--- src/sal_pkg.sv ---
// ----------------------------------------------------------------------------
// sal_pkg: shared types for the shifting array list
// Operation and status codes, and the request and response words.
// ----------------------------------------------------------------------------
`default_nettype none

package sal_pkg;

  typedef enum logic [2:0] {
    OP_READ_AT      = 3'd0,
    OP_SEARCH       = 3'd1,
    OP_INSERT_FRONT = 3'd2,
    OP_INSERT_END   = 3'd3,
    OP_INSERT_AT    = 3'd4,
    OP_DELETE_FIRST = 3'd5,
    OP_DELETE_LAST  = 3'd6,
    OP_DELETE_AT    = 3'd7
  } op_e;

  typedef enum logic [2:0] {
    ST_OK       = 3'd0,
    ST_FULL     = 3'd1,
    ST_EMPTY    = 3'd2,
    ST_BADIDX   = 3'd3,
    ST_NOTFOUND = 3'd4
  } status_e;

  typedef struct packed {
    op_e                operation;
    logic [6:0]         position;
    logic signed [31:0] item_value;
  } in_word_t;

  typedef struct packed {
    status_e            status;
    logic signed [31:0] data_out;
    logic [5:0]         found_index;
    logic [6:0]         element_total;
  } out_word_t;

endpackage

`default_nettype wire

--- src/shifting_array_list.sv ---
// ----------------------------------------------------------------------------
// shifting_array_list: dense list of signed words with insert, delete, search
// Top level: sequencer, entry memory and response register.
// ----------------------------------------------------------------------------
// One request is handled at a time. The entry memory has a single read and
// a single write port and moves one entry per cycle. With n stored words and
// index p, read_at reads entry p, a search reads from entry 0 to a match or
// entry n - 1, an insert moves entries n - 1 down to p up by one and writes p,
// and a delete reads p and moves each later entry down; errors go straight to
// the response. The response register lets the next request be accepted while
// a response word still waits. No clearing pass follows reset.
`default_nettype none

module shifting_array_list #(
  parameter int DEPTH = 64
) (
  input  wire logic               clk,
  input  wire logic               rst,
  input  wire logic               req_valid,
  output logic                    req_ready,
  input  wire sal_pkg::in_word_t  req,
  output logic                    rsp_valid,
  input  wire logic               rsp_ready,
  output sal_pkg::out_word_t      rsp
);

  localparam int AW = $clog2(DEPTH);

  logic               res_valid;
  sal_pkg::out_word_t res;
  logic               out_free;
  logic               mem_we, mem_re;
  logic [AW-1:0]      mem_waddr, mem_raddr;
  logic [31:0]        mem_wdata, mem_rdata;

  assign out_free = !rsp_valid || rsp_ready;

  sal_ctrl #(.DEPTH(DEPTH)) u_ctrl (
    .clk       (clk),
    .rst       (rst),
    .req_valid (req_valid),
    .req_ready (req_ready),
    .req       (req),
    .res_valid (res_valid),
    .res       (res),
    .out_free  (out_free),
    .mem_we    (mem_we),
    .mem_waddr (mem_waddr),
    .mem_wdata (mem_wdata),
    .mem_re    (mem_re),
    .mem_raddr (mem_raddr),
    .mem_rdata (mem_rdata)
  );

  sal_mem #(.DEPTH(DEPTH)) u_mem (
    .clk   (clk),
    .we    (mem_we),
    .waddr (mem_waddr),
    .wdata (mem_wdata),
    .re    (mem_re),
    .raddr (mem_raddr),
    .rdata (mem_rdata)
  );

  always_ff @(posedge clk) begin
    if (rst) begin
      rsp_valid <= 1'b0;
    end else if (res_valid && out_free) begin
      rsp_valid <= 1'b1;
    end else if (rsp_ready) begin
      rsp_valid <= 1'b0;
    end
    if (res_valid && out_free) begin
      rsp <= res;
    end
  end

  a_err_no_data: assert property (@(posedge clk) disable iff (rst)
    rsp_valid && (rsp.status != sal_pkg::ST_OK) |-> rsp.data_out == '0)
    else $error("error response carries a data word");

  a_idle_or_done: assert property (@(posedge clk) disable iff (rst)
    !(req_ready && res_valid))
    else $error("sequencer idle and holding a word at once");

  a_word_held: assert property (@(posedge clk) disable iff (rst)
    res_valid && !out_free |=> res_valid && $stable(res))
    else $error("pending word lost while response register was full");

  a_no_mem_collide: assert property (@(posedge clk) disable iff (rst)
    mem_we && mem_re |-> mem_waddr != mem_raddr)
    else $error("read and write on the same entry in one cycle");

endmodule

`default_nettype wire

--- src/sal_mem.sv ---
// ----------------------------------------------------------------------------
// sal_mem: entry storage
// One write port and one read port; read data is registered.
// ----------------------------------------------------------------------------
`default_nettype none

module sal_mem #(
  parameter int DEPTH = 64
) (
  input  wire logic                     clk,
  input  wire logic                     we,
  input  wire logic [$clog2(DEPTH)-1:0] waddr,
  input  wire logic [31:0]              wdata,
  input  wire logic                     re,
  input  wire logic [$clog2(DEPTH)-1:0] raddr,
  output logic [31:0]                   rdata
);

  logic [31:0] mem [DEPTH];

  always_ff @(posedge clk) begin
    if (we) begin
      mem[waddr] <= wdata;
    end
    if (re) begin
      rdata <= mem[raddr];
    end
  end

endmodule

`default_nettype wire

--- src/sal_ctrl.sv ---
// ----------------------------------------------------------------------------
// sal_ctrl: list sequencer
// Decodes a request, walks the entry memory one address per cycle and builds
// the response word.
// ----------------------------------------------------------------------------
`default_nettype none

module sal_ctrl #(
  parameter int DEPTH = 64
) (
  input  wire logic                     clk,
  input  wire logic                     rst,
  input  wire logic                     req_valid,
  output logic                          req_ready,
  input  wire sal_pkg::in_word_t        req,
  output logic                          res_valid,
  output sal_pkg::out_word_t            res,
  input  wire logic                     out_free,
  output logic                          mem_we,
  output logic [$clog2(DEPTH)-1:0]      mem_waddr,
  output logic [31:0]                   mem_wdata,
  output logic                          mem_re,
  output logic [$clog2(DEPTH)-1:0]      mem_raddr,
  input  wire logic [31:0]              mem_rdata
);

  localparam int AW = $clog2(DEPTH);
  localparam int CW = $clog2(DEPTH + 1);
  localparam int XW = (CW > 7) ? CW : 7;

  typedef enum logic [6:0] {
    S_IDLE     = 7'b0000001,
    S_READ     = 7'b0000010,
    S_SEARCH   = 7'b0000100,
    S_SHIFT_UP = 7'b0001000,
    S_PUT      = 7'b0010000,
    S_SHIFT_DN = 7'b0100000,
    S_DONE     = 7'b1000000
  } state_t;

  state_t             state, state_next;
  logic [CW-1:0]      cnt, cnt_next;
  logic [AW-1:0]      pos, pos_next;
  logic [31:0]        key, key_next;
  logic [AW-1:0]      rd_tag, rd_tag_next;
  logic [31:0]        removed, removed_next;
  sal_pkg::out_word_t res_next;

  logic [XW-1:0] cnt_x, last_x, eff_x, tag_x;
  logic          is_last, at_pos;

  function automatic sal_pkg::out_word_t make_res(sal_pkg::status_e st, logic [31:0] d,
                                                  logic [XW-1:0] fi, logic [XW-1:0] tot);
    sal_pkg::out_word_t r;
    r.status        = st;
    r.data_out      = d;
    r.found_index   = fi[5:0];
    r.element_total = tot[6:0];
    return r;
  endfunction

  assign cnt_x   = XW'(cnt);
  assign last_x  = cnt_x - XW'(1);
  assign tag_x   = XW'(rd_tag);
  assign is_last = (tag_x == last_x);
  assign at_pos  = (rd_tag == pos);

  always_comb begin
    unique case (req.operation)
      sal_pkg::OP_INSERT_FRONT, sal_pkg::OP_DELETE_FIRST: eff_x = '0;
      sal_pkg::OP_INSERT_END:                             eff_x = cnt_x;
      sal_pkg::OP_DELETE_LAST:                            eff_x = last_x;
      sal_pkg::OP_READ_AT, sal_pkg::OP_SEARCH, sal_pkg::OP_INSERT_AT,
      sal_pkg::OP_DELETE_AT:                              eff_x = XW'(req.position);
    endcase
  end

  assign req_ready = (state == S_IDLE);
  assign res_valid = (state == S_DONE);

  // Shift walks read two addresses ahead of the one they write, so a read and a
  // write never meet on the same entry in one cycle.
  always_comb begin
    state_next   = state;
    cnt_next     = cnt;
    pos_next     = pos;
    key_next     = key;
    rd_tag_next  = rd_tag;
    removed_next = removed;
    res_next     = res;
    mem_we       = 1'b0;
    mem_waddr    = rd_tag;
    mem_wdata    = mem_rdata;
    mem_re       = 1'b0;
    mem_raddr    = rd_tag;
    unique case (state)
      S_IDLE: begin
        if (req_valid) begin
          key_next = req.item_value;
          pos_next = eff_x[AW-1:0];
          unique case (req.operation)
            sal_pkg::OP_READ_AT: begin
              if (cnt == '0) begin
                res_next   = make_res(sal_pkg::ST_EMPTY, '0, '0, cnt_x);
                state_next = S_DONE;
              end else if (eff_x >= cnt_x) begin
                res_next   = make_res(sal_pkg::ST_BADIDX, '0, '0, cnt_x);
                state_next = S_DONE;
              end else begin
                mem_re      = 1'b1;
                mem_raddr   = eff_x[AW-1:0];
                rd_tag_next = eff_x[AW-1:0];
                state_next  = S_READ;
              end
            end
            sal_pkg::OP_SEARCH: begin
              if (cnt == '0) begin
                res_next   = make_res(sal_pkg::ST_NOTFOUND, '0, '0, cnt_x);
                state_next = S_DONE;
              end else begin
                mem_re      = 1'b1;
                mem_raddr   = '0;
                rd_tag_next = '0;
                state_next  = S_SEARCH;
              end
            end
            sal_pkg::OP_INSERT_FRONT, sal_pkg::OP_INSERT_END, sal_pkg::OP_INSERT_AT: begin
              if (cnt_x == XW'(DEPTH)) begin
                res_next   = make_res(sal_pkg::ST_FULL, '0, '0, cnt_x);
                state_next = S_DONE;
              end else if (eff_x > cnt_x) begin
                res_next   = make_res(sal_pkg::ST_BADIDX, '0, '0, cnt_x);
                state_next = S_DONE;
              end else if (eff_x == cnt_x) begin
                state_next = S_PUT;
              end else begin
                mem_re      = 1'b1;
                mem_raddr   = last_x[AW-1:0];
                rd_tag_next = last_x[AW-1:0];
                state_next  = S_SHIFT_UP;
              end
            end
            sal_pkg::OP_DELETE_FIRST, sal_pkg::OP_DELETE_LAST, sal_pkg::OP_DELETE_AT: begin
              if (cnt == '0) begin
                res_next   = make_res(sal_pkg::ST_EMPTY, '0, '0, cnt_x);
                state_next = S_DONE;
              end else if (eff_x >= cnt_x) begin
                res_next   = make_res(sal_pkg::ST_BADIDX, '0, '0, cnt_x);
                state_next = S_DONE;
              end else begin
                mem_re      = 1'b1;
                mem_raddr   = eff_x[AW-1:0];
                rd_tag_next = eff_x[AW-1:0];
                state_next  = S_SHIFT_DN;
              end
            end
          endcase
        end
      end
      S_READ: begin
        res_next   = make_res(sal_pkg::ST_OK, mem_rdata, '0, cnt_x);
        state_next = S_DONE;
      end
      S_SEARCH: begin
        if (mem_rdata == key) begin
          res_next   = make_res(sal_pkg::ST_OK, '0, tag_x, cnt_x);
          state_next = S_DONE;
        end else if (is_last) begin
          res_next   = make_res(sal_pkg::ST_NOTFOUND, '0, '0, cnt_x);
          state_next = S_DONE;
        end else begin
          mem_re      = 1'b1;
          mem_raddr   = rd_tag + AW'(1);
          rd_tag_next = rd_tag + AW'(1);
        end
      end
      S_SHIFT_UP: begin
        mem_we    = 1'b1;
        mem_waddr = rd_tag + AW'(1);
        if (at_pos) begin
          state_next = S_PUT;
        end else begin
          mem_re      = 1'b1;
          mem_raddr   = rd_tag - AW'(1);
          rd_tag_next = rd_tag - AW'(1);
        end
      end
      S_PUT: begin
        mem_we     = 1'b1;
        mem_waddr  = pos;
        mem_wdata  = key;
        cnt_next   = cnt + CW'(1);
        res_next   = make_res(sal_pkg::ST_OK, '0, '0, cnt_x + XW'(1));
        state_next = S_DONE;
      end
      S_SHIFT_DN: begin
        if (at_pos) begin
          removed_next = mem_rdata;
        end else begin
          mem_we    = 1'b1;
          mem_waddr = rd_tag - AW'(1);
        end
        if (is_last) begin
          cnt_next   = cnt - CW'(1);
          res_next   = make_res(sal_pkg::ST_OK, at_pos ? mem_rdata : removed, '0, last_x);
          state_next = S_DONE;
        end else begin
          mem_re      = 1'b1;
          mem_raddr   = rd_tag + AW'(1);
          rd_tag_next = rd_tag + AW'(1);
        end
      end
      S_DONE: begin
        if (out_free) begin
          state_next = S_IDLE;
        end
      end
      default: begin
        state_next = S_IDLE;
      end
    endcase
  end

  always_ff @(posedge clk) begin
    if (rst) begin
      state <= S_IDLE;
      cnt   <= '0;
    end else begin
      state <= state_next;
      cnt   <= cnt_next;
    end
    pos     <= pos_next;
    key     <= key_next;
    rd_tag  <= rd_tag_next;
    removed <= removed_next;
    res     <= res_next;
  end

endmodule

`default_nettype wire

--- config.mk ---
export PLATFORM = sky130hd
export DESIGN_NAME = shifting_array_list
export DESIGN_NICKNAME = d
export VERILOG_FILES = /design/src/sal_pkg.sv /design/src/shifting_array_list.sv /design/src/sal_mem.sv /design/src/sal_ctrl.sv
export SDC_FILE = /design/constraint.sdc
export NUM_CORES = 2
export LEC_CHECK = 0
export BUFFER_PORTS_ARGS = -buffer_cell sky130_fd_sc_hd__buf_2
export CAP_MARGIN = 20
export CORE_MARGIN = 10
export CORE_UTILIZATION = 40
export DETAILED_ROUTE_END_ITERATION = 8
export SLEW_MARGIN = 20
export SYNTH_ARGS = -nofsm -noshare
export SYNTH_HDL_FRONTEND = slang
export SYNTH_SLANG_ARGS = --single-unit
--- constraint.sdc ---
create_clock -name clk -period 6.1 [get_ports clk]
set_input_delay 0 -clock clk [delete_from_list [all_inputs] [get_ports clk]]
set_output_delay 0 -clock clk [all_outputs]
set_load 0.1 [all_outputs]
* After elaboration in Yosys (flattened, before gate mapping)
Memory sizes are Yosys's and may differ from the RTL's. A register that Yosys moved wholly into a read port is not among the register bits. Cells that the tools add are included.
Cells by class: magnitude comparators 2, add/subtract/negate cells 4, reduce and logical (&&, ||, !) cells 19, equal/unequal tests 27, muxes and demuxes 61
Operators by type and width (count):
- 2-to-1 mux 48 bit | 9
- one-hot mux 48 bit (5 select lines) | 1
- one-hot mux 48 bit (3 select lines) | 1
- 2-to-1 mux 7 bit | 13
- 2-to-1 mux 32 bit | 2
- 2-to-1 mux 6 bit | 10
- one-hot mux 7 bit (4 select lines) | 2
- one-hot mux 7 bit (6 select lines) | 1
- one-hot mux 6 bit (3 select lines) | 2
- == test 32 bit | 1
- one-hot mux 6 bit (4 select lines) | 1
- == test 7 bit (second input constant) | 2
- 2-to-1 mux 1 bit | 14
- one-hot mux 7 bit (2 select lines) | 1
- == test 3 bit (second input constant) | 4
- inequality test 4 x 2 -> 1 bit (second input constant) | 2
- OR reduction 4 bit | 2
- adder 7 x 1 -> 7 bit (second input constant) | 1
- == test 6 x 7 -> 1 bit | 1
- == test 7 x 1 -> 1 bit (second input constant) | 1
- == test 7 x 2 -> 1 bit (second input constant) | 1
- == test 7 x 3 -> 1 bit (second input constant) | 1
- == test 7 x 4 -> 1 bit (second input constant) | 1
- == test 7 x 5 -> 1 bit (second input constant) | 1
- other kinds (30) | 38
Word-level totals: flip-flop bits (word level) 187, memories 1, word-level logic and storage cells 129, RAM bits 2048, input bits 46
Memory list:
- u_mem.mem | depth 64, bits a word 32, rd ports 1, clocked after memory_dff 1, write ports 1, RTL line sal_mem.sv:19 | logic [31:0] mem [DEPTH];

* Logic depth before layout (Yosys ltp)
depth after elaboration 10, depth in mapped cells 29

* Cells and area by module
From an unflattened synthesis, not the netlist that was laid out.
Second synthesis, totals: cell total of the unflattened synthesis 4374, area, all modules 89072.9 sq um
By module, submodules not included:
- sal_mem | instances 1, area each 79359.9 sq um, sequential area each 62459.9 sq um, cells each 3511
- sal_ctrl | instances 1, area each 8216.6 sq um, sequential area each 3943.8 sq um, cells each 810
- shifting_array_list | instances 1, area each 1496.4 sq um, sequential area each 1461.4 sq um, cells each 53

* Worst setup path after synthesis
No wires, ideal clock.
path type register -> register, start point reg u_ctrl.cnt[0], end point reg, netlist name u_ctrl.res[0], stages on the path, launching flop included 21, data required time 5.585 ns, period minus slack after synthesis 6.596 ns, slack -0.496 ns, arrival 6.081 ns, cells stage by stage dfxtp_1 buf_6 inv_1 ha_1 buf_2 nand2b_1 or3_1 and2_1 o21ai_0 nand2_1 o21ai_0 ha_1 nor2b_1 nand2_1 mux2i_1 or2_1 buf_2 a21oi_1 o21ai_0 a21oi_1 nor3_1
On the way: word-level cells in the longest chain between the ends 5, elaborated cells between the ends (all ways) 13, those cells by class add/sub (1); order compare (2); eq/ne (7); mux (1); reduce/logical (2)
RTL lines:
- from (decl) | RTL line sal_ctrl.sv:42 | logic [CW-1:0] cnt, cnt_next;
- from (signal assigned) | RTL line sal_ctrl.sv:230 | cnt <= cnt_next;
- subtractor 7 x 1 -> 7 bit | RTL line sal_ctrl.sv:63 | assign last_x = cnt_x - XW'(1);
- one-hot mux 7 bit (4 select lines) | RTL line sal_ctrl.sv:69 | unique case (req.operation)
- greater-than comparator 7 bit or >= comparator 7 bit (tied branches) | RTL line sal_ctrl.sv:131, sal_ctrl.sv:106, sal_ctrl.sv:147
- inequality test 4 x 2 -> 1 bit (no line)
- AND reduction 7 bit (no line) *
Every way passes the cells marked *; elsewhere a longest branch is shown, timed or not. A chain may end at the register's enable or synchronous reset.

* Worst setup path after layout
start point reg u_ctrl.cnt[1], end point reg u_mem.rdata[13] (read register of u_mem.mem) (data pin)
On the way: word-level cells in the longest chain between the ends 9, elaborated cells between the ends (all ways) 30, those cells by class add/sub (1); order compare (2); eq/ne (3); mux (23); reduce/logical (1)
RTL lines:
- branches (longest 9 deep; another with subtractor 7 x 1 -> 7 bit)
- to (decl) | RTL line sal_mem.sv:16 | output logic [31:0] rdata
Parallel ways; which one is timed is not known.

==> key figures <==
Clock network
  • H-tree levels: 4
  • Root buf cell: clkbuf_16
  • CTS tree: built
  • TritonCTS buffer count: ~220
  • Clock latency on the worst-skew pair: roughly 880 ps
  • Clock tree buffer depth: 3
  • Clk slew on worst S/H paths: 60 ps
  • CTS sink count: 2267

Floorplan
  • Die footprint: between 200000 and 250000 µm²
  • Die Wd: a little under 500 µm
  • Die height: between 400 and 500 µm
  • Placeable Area: between 200000 and 250000 µm²
  • Std cell rows: approximately 170
  • Initial Util: approximately 40%
  • Ports: 96

Timing
  • Slew headroom: between 20% and 30%
  • Slew at the pin with the worst max-slew slack: 1090 ps
  • Final hold vios: 0
  • Post-route setup TNS: 0 ps
  • Period utilization: between 90% and 100%
  • Tmin final: roughly 6000 ps
  • Final setup violating endpoints: 0
  • Skew final: between 40 and 50 ps
  • Peak Freq: about 170 MHz
  • RSZ-0062 raised after global routing: true
  • Max-slew violations: 0

Critical path
  • Req. time, crit path: between 6000 and 7000 ps
  • Crit Path Class: reg -> reg
  • Critical path arrival: roughly 6700 ps
  • R2r startpoint: u_ctrl.cnt[1]$_SDFFE_PP0P_
  • Critical path's slowest cell: o22ai_2
  • Worst stage delay on the critical path: 470 ps
  • Most Frequent Cell on Critical Path: buf_12
  • Startpoint Class: flip-flop
  • Crit path capture type: flip-flop
  • CP max FO: 64
  • Critical Path Start: u_ctrl.cnt[1]$_SDFFE_PP0P_

Drt
  • Vias: ~60000
  • Detailed-route vias per instance: ~5.7
  • Final wirelength: 286000 µm
  • DRT iter0 DRCs: between 9000 and 10000
  • Routed Antenna Nets: 0
  • TritonRoute pass-1 iters: 6
  • DR WL/cell: about 27 µm
  • DRC: 0

Global routing
  • Overall Global Routing Usage: 22.3%
  • Grt ovf: 0
  • First-pass GRT wire length: approximately 400000 µm
  • Vias in the first global route: between 50000 and 60000
  • Largest net degree at the start of global routing: 125
  • Initial antenna violation count: 23

Cells and area
  • Multi-input gate area: about 21000 µm²
  • Non-filler cells, final: around 10000
  • Area grow syn2layout: 17.5%
  • Sequential Area: 67900 µm²
  • Nets: roughly 7300
  • Share of layout cells above drive strength 1: a little over an eighth
  • Fillers: approximately 19000
  • Finished layout cell area: between 100000 and 150000 µm²
  • Commonest cells after routing, fill and taps aside: 2246 x edfxtp_1, 2105 x nand2_1, 961 x nand3_1, 323 x buf_4, 263 x nand4_1
  • Commonest non-fill, non-tap cell in the layout: edfxtp_1

Yosys
  • Sequential area share after synthesis: about three quarters
  • Syn Std Cell Area: approximately 90000 µm²
  • Syn_nets: around 6900
  • Post-synth ARST share: 0%
  • Number of flops mapped to enable cells by yosys: 2246
  • Post-synthesis cell type count: ~80
  • Prevailing post-synth register cell: edfxtp_1
  • Syn Inst Count: between 6000 and 7000
  • Avg Cell Area, Syn: 13.1 µm²
  • Yosys warns: 0
  • Yosys reg bits: ~2300

Outcome
  • Run status: complete, no violations

Placed design
  • DP Cell Count: slightly below 10000
  • Detailed placement HPWL: about 160000 µm
  • Dpl cell area: 96400 µm²
  • GP Congestion: ~0.9
  • IO Port Bufs: 95

Pwr
  • Pwr dens: between 400 and 500 nW/µm²
  • VDD IR max: 0.414 mV
  • Leak: about 36 nW

Min path
  • Worst min path class: in -> reg
  • HP Start: rst

Flow run
  • Number of max-cap violations: 0
==> worst paths after layout <==
check,cells after the start,endpoint,slack (ps)
worst max-delay path,26,u_mem.rdata[13]$_DFFE_PP_,130
worst min-delay path,3,u_ctrl.cnt[0]$_SDFFE_PP0P_,70
worst max register to register,26,u_mem.rdata[13]$_DFFE_PP_,130
worst min register to register,0,rsp[23]$_DFFE_PP_,400
==> power breakdown <==
part | switching, mW | internal [mW] | total, mW
Combinational | 13.0 | 5.67 | 18.7
Clock | 5.86 | 7.38 | 13.2
Sequential | 0.241 | 17.9 | 18.2
Total | 19.1 | 31.0 | 50.1
==> layer usage <==
metal  GRT usage [%]  part of all wire, %
met5               0                0.019
met4            9.07                  4.1
met3            5.13                   12
met2            33.8                   45
met1            31.1                   40
==> what timing repair did <==
item                                    CTS  global route
pin swaps                                 4            23
endpoints found under the hold margin    60             0
cloned                                    2            12
resized for setup                        20            77
endpoints found under the setup margin   26            32
buffers inserted                          8            36
hold buffers                             85             0
==> cell families (layout without fill, tap and decap cells) <==
| kind of cell | Yosys count | in the layout | synth area share (%) |
|---|---|---|---|
| muxes | 88 | 88 | 1.03 |
| other | 0 | 14 | 0 |
| xor gates and xnor gates | 63 | 63 | 0.664 |
| buffers and inverters | 437 | 1037 | 2.09 |
| and+or+nand+nor | 3610 | 3610 | 17.6 |
| AOI/OAI and AO/OA | 352 | 352 | 2.76 |
| DFF | 2267 | 2267 | 75.7 |
| adders and majority gates | 11 | 11 | 0.151 |
==> Yosys cell counts (4+ instances only) <==
| cell | n | area (µm²) |
|---|---|---|
| buf_2 | 119 | 596 |
| nor4_1 | 15 | 93.8 |
| buf_4 | 16 | 120 |
| nand2b_1 | 7 | 43.8 |
| or4_1 | 33 | 248 |
| nand3b_1 | 6 | 45.0 |
| a2bb2oi_1 | 4 | 35.0 |
| a31oi_1 | 4 | 25.0 |
| o31ai_1 | 4 | 30.0 |
| nor2_1 | 116 | 435 |
| a22oi_1 | 9 | 67.6 |
| o311ai_0 | 4 | 35.0 |
| inv_1 | 24 | 90.1 |
| o2111ai_1 | 4 | 35.0 |
| a32oi_1 | 40 | 350 |
| edfxtp_1 | 2246 | 67400 |
| o211ai_1 | 5 | 37.5 |
| a21o_1 | 5 | 37.5 |
| nand2_1 | 2140 | 8030 |
| a211o_1 | 5 | 43.8 |
| nor2b_1 | 8 | 50.1 |
| o221ai_1 | 4 | 35.0 |
| ha_1 | 10 | 125 |
| a22o_1 | 33 | 289 |
| a21oi_1 | 24 | 120 |
| a211oi_1 | 5 | 37.5 |
| nand3_1 | 961 | 4810 |
| dfxtp_1 | 21 | 420 |
| or3_1 | 9 | 56.3 |
| xnor2_1 | 23 | 201 |
| buf_1 | 41 | 154 |
| nor3_1 | 19 | 95.1 |
| nand4_1 | 263 | 1650 |
| and2_1 | 11 | 68.8 |
| and3_1 | 8 | 50.1 |
| o21ai_1 | 6 | 30.0 |
| o22ai_1 | 100 | 626 |
| mux2_2 | 36 | 405 |
| o311a_1 | 4 | 40.0 |
| clkbuf_1 | 231 | 867 |
| mux2i_1 | 52 | 521 |
| xor2_1 | 37 | 324 |
| o21ai_0 | 68 | 340 |
==> cell type report <==
cell class	count	area share (%)
sequential	2267	64.4
tap	2975	3.53
inverter	27	0.112
clock buffer	298	5.69
timing repair inverter	1	0.00831
multi-input combinational	4124	19.9
antenna	14	0.0332
clock inverter	110	0.867
timing repair buffer	601	5.46
==> through the flow <==
step / power (mW) / setup WS, ps / util (%) / hold WS (ps)
after floorplan: 27.7 / 635 / - / 83.1
after global placement: 35.4 / -807 / 43.2 / 181
after detailed placement: 35.6 / -654 / 43.3 / 178
after CTS: 49.0 / 8.43 / 46.9 / 17.0
after global routing: 51.8 / -36.2 / 47.3 / 59.6
final: 50.1 / 129 / 47.3 / 69.9
==> flip-flops by register name (all words and copies together), names as in the netlist <==
name and count:
u_ctrl.rd_tag 6, u_ctrl.cnt 7, rsp 48, u_mem.mem 2048, u_ctrl.removed 32, u_ctrl.res 48
u_ctrl.pos 6, u_ctrl.key 32, u_mem.rdata 32, u_ctrl.state 7, rsp_valid 1
==> worst max-delay path, delay by kind of cell (launching register included) <==
kind            cells  cell delay (ps)
compound gates      7             1840
simple gates       10             1650
buf+inv             6             1220
fa+ha+maj           2              480
flops               1              310
mux                 1              190
Power figures use the tool's default switching activity.
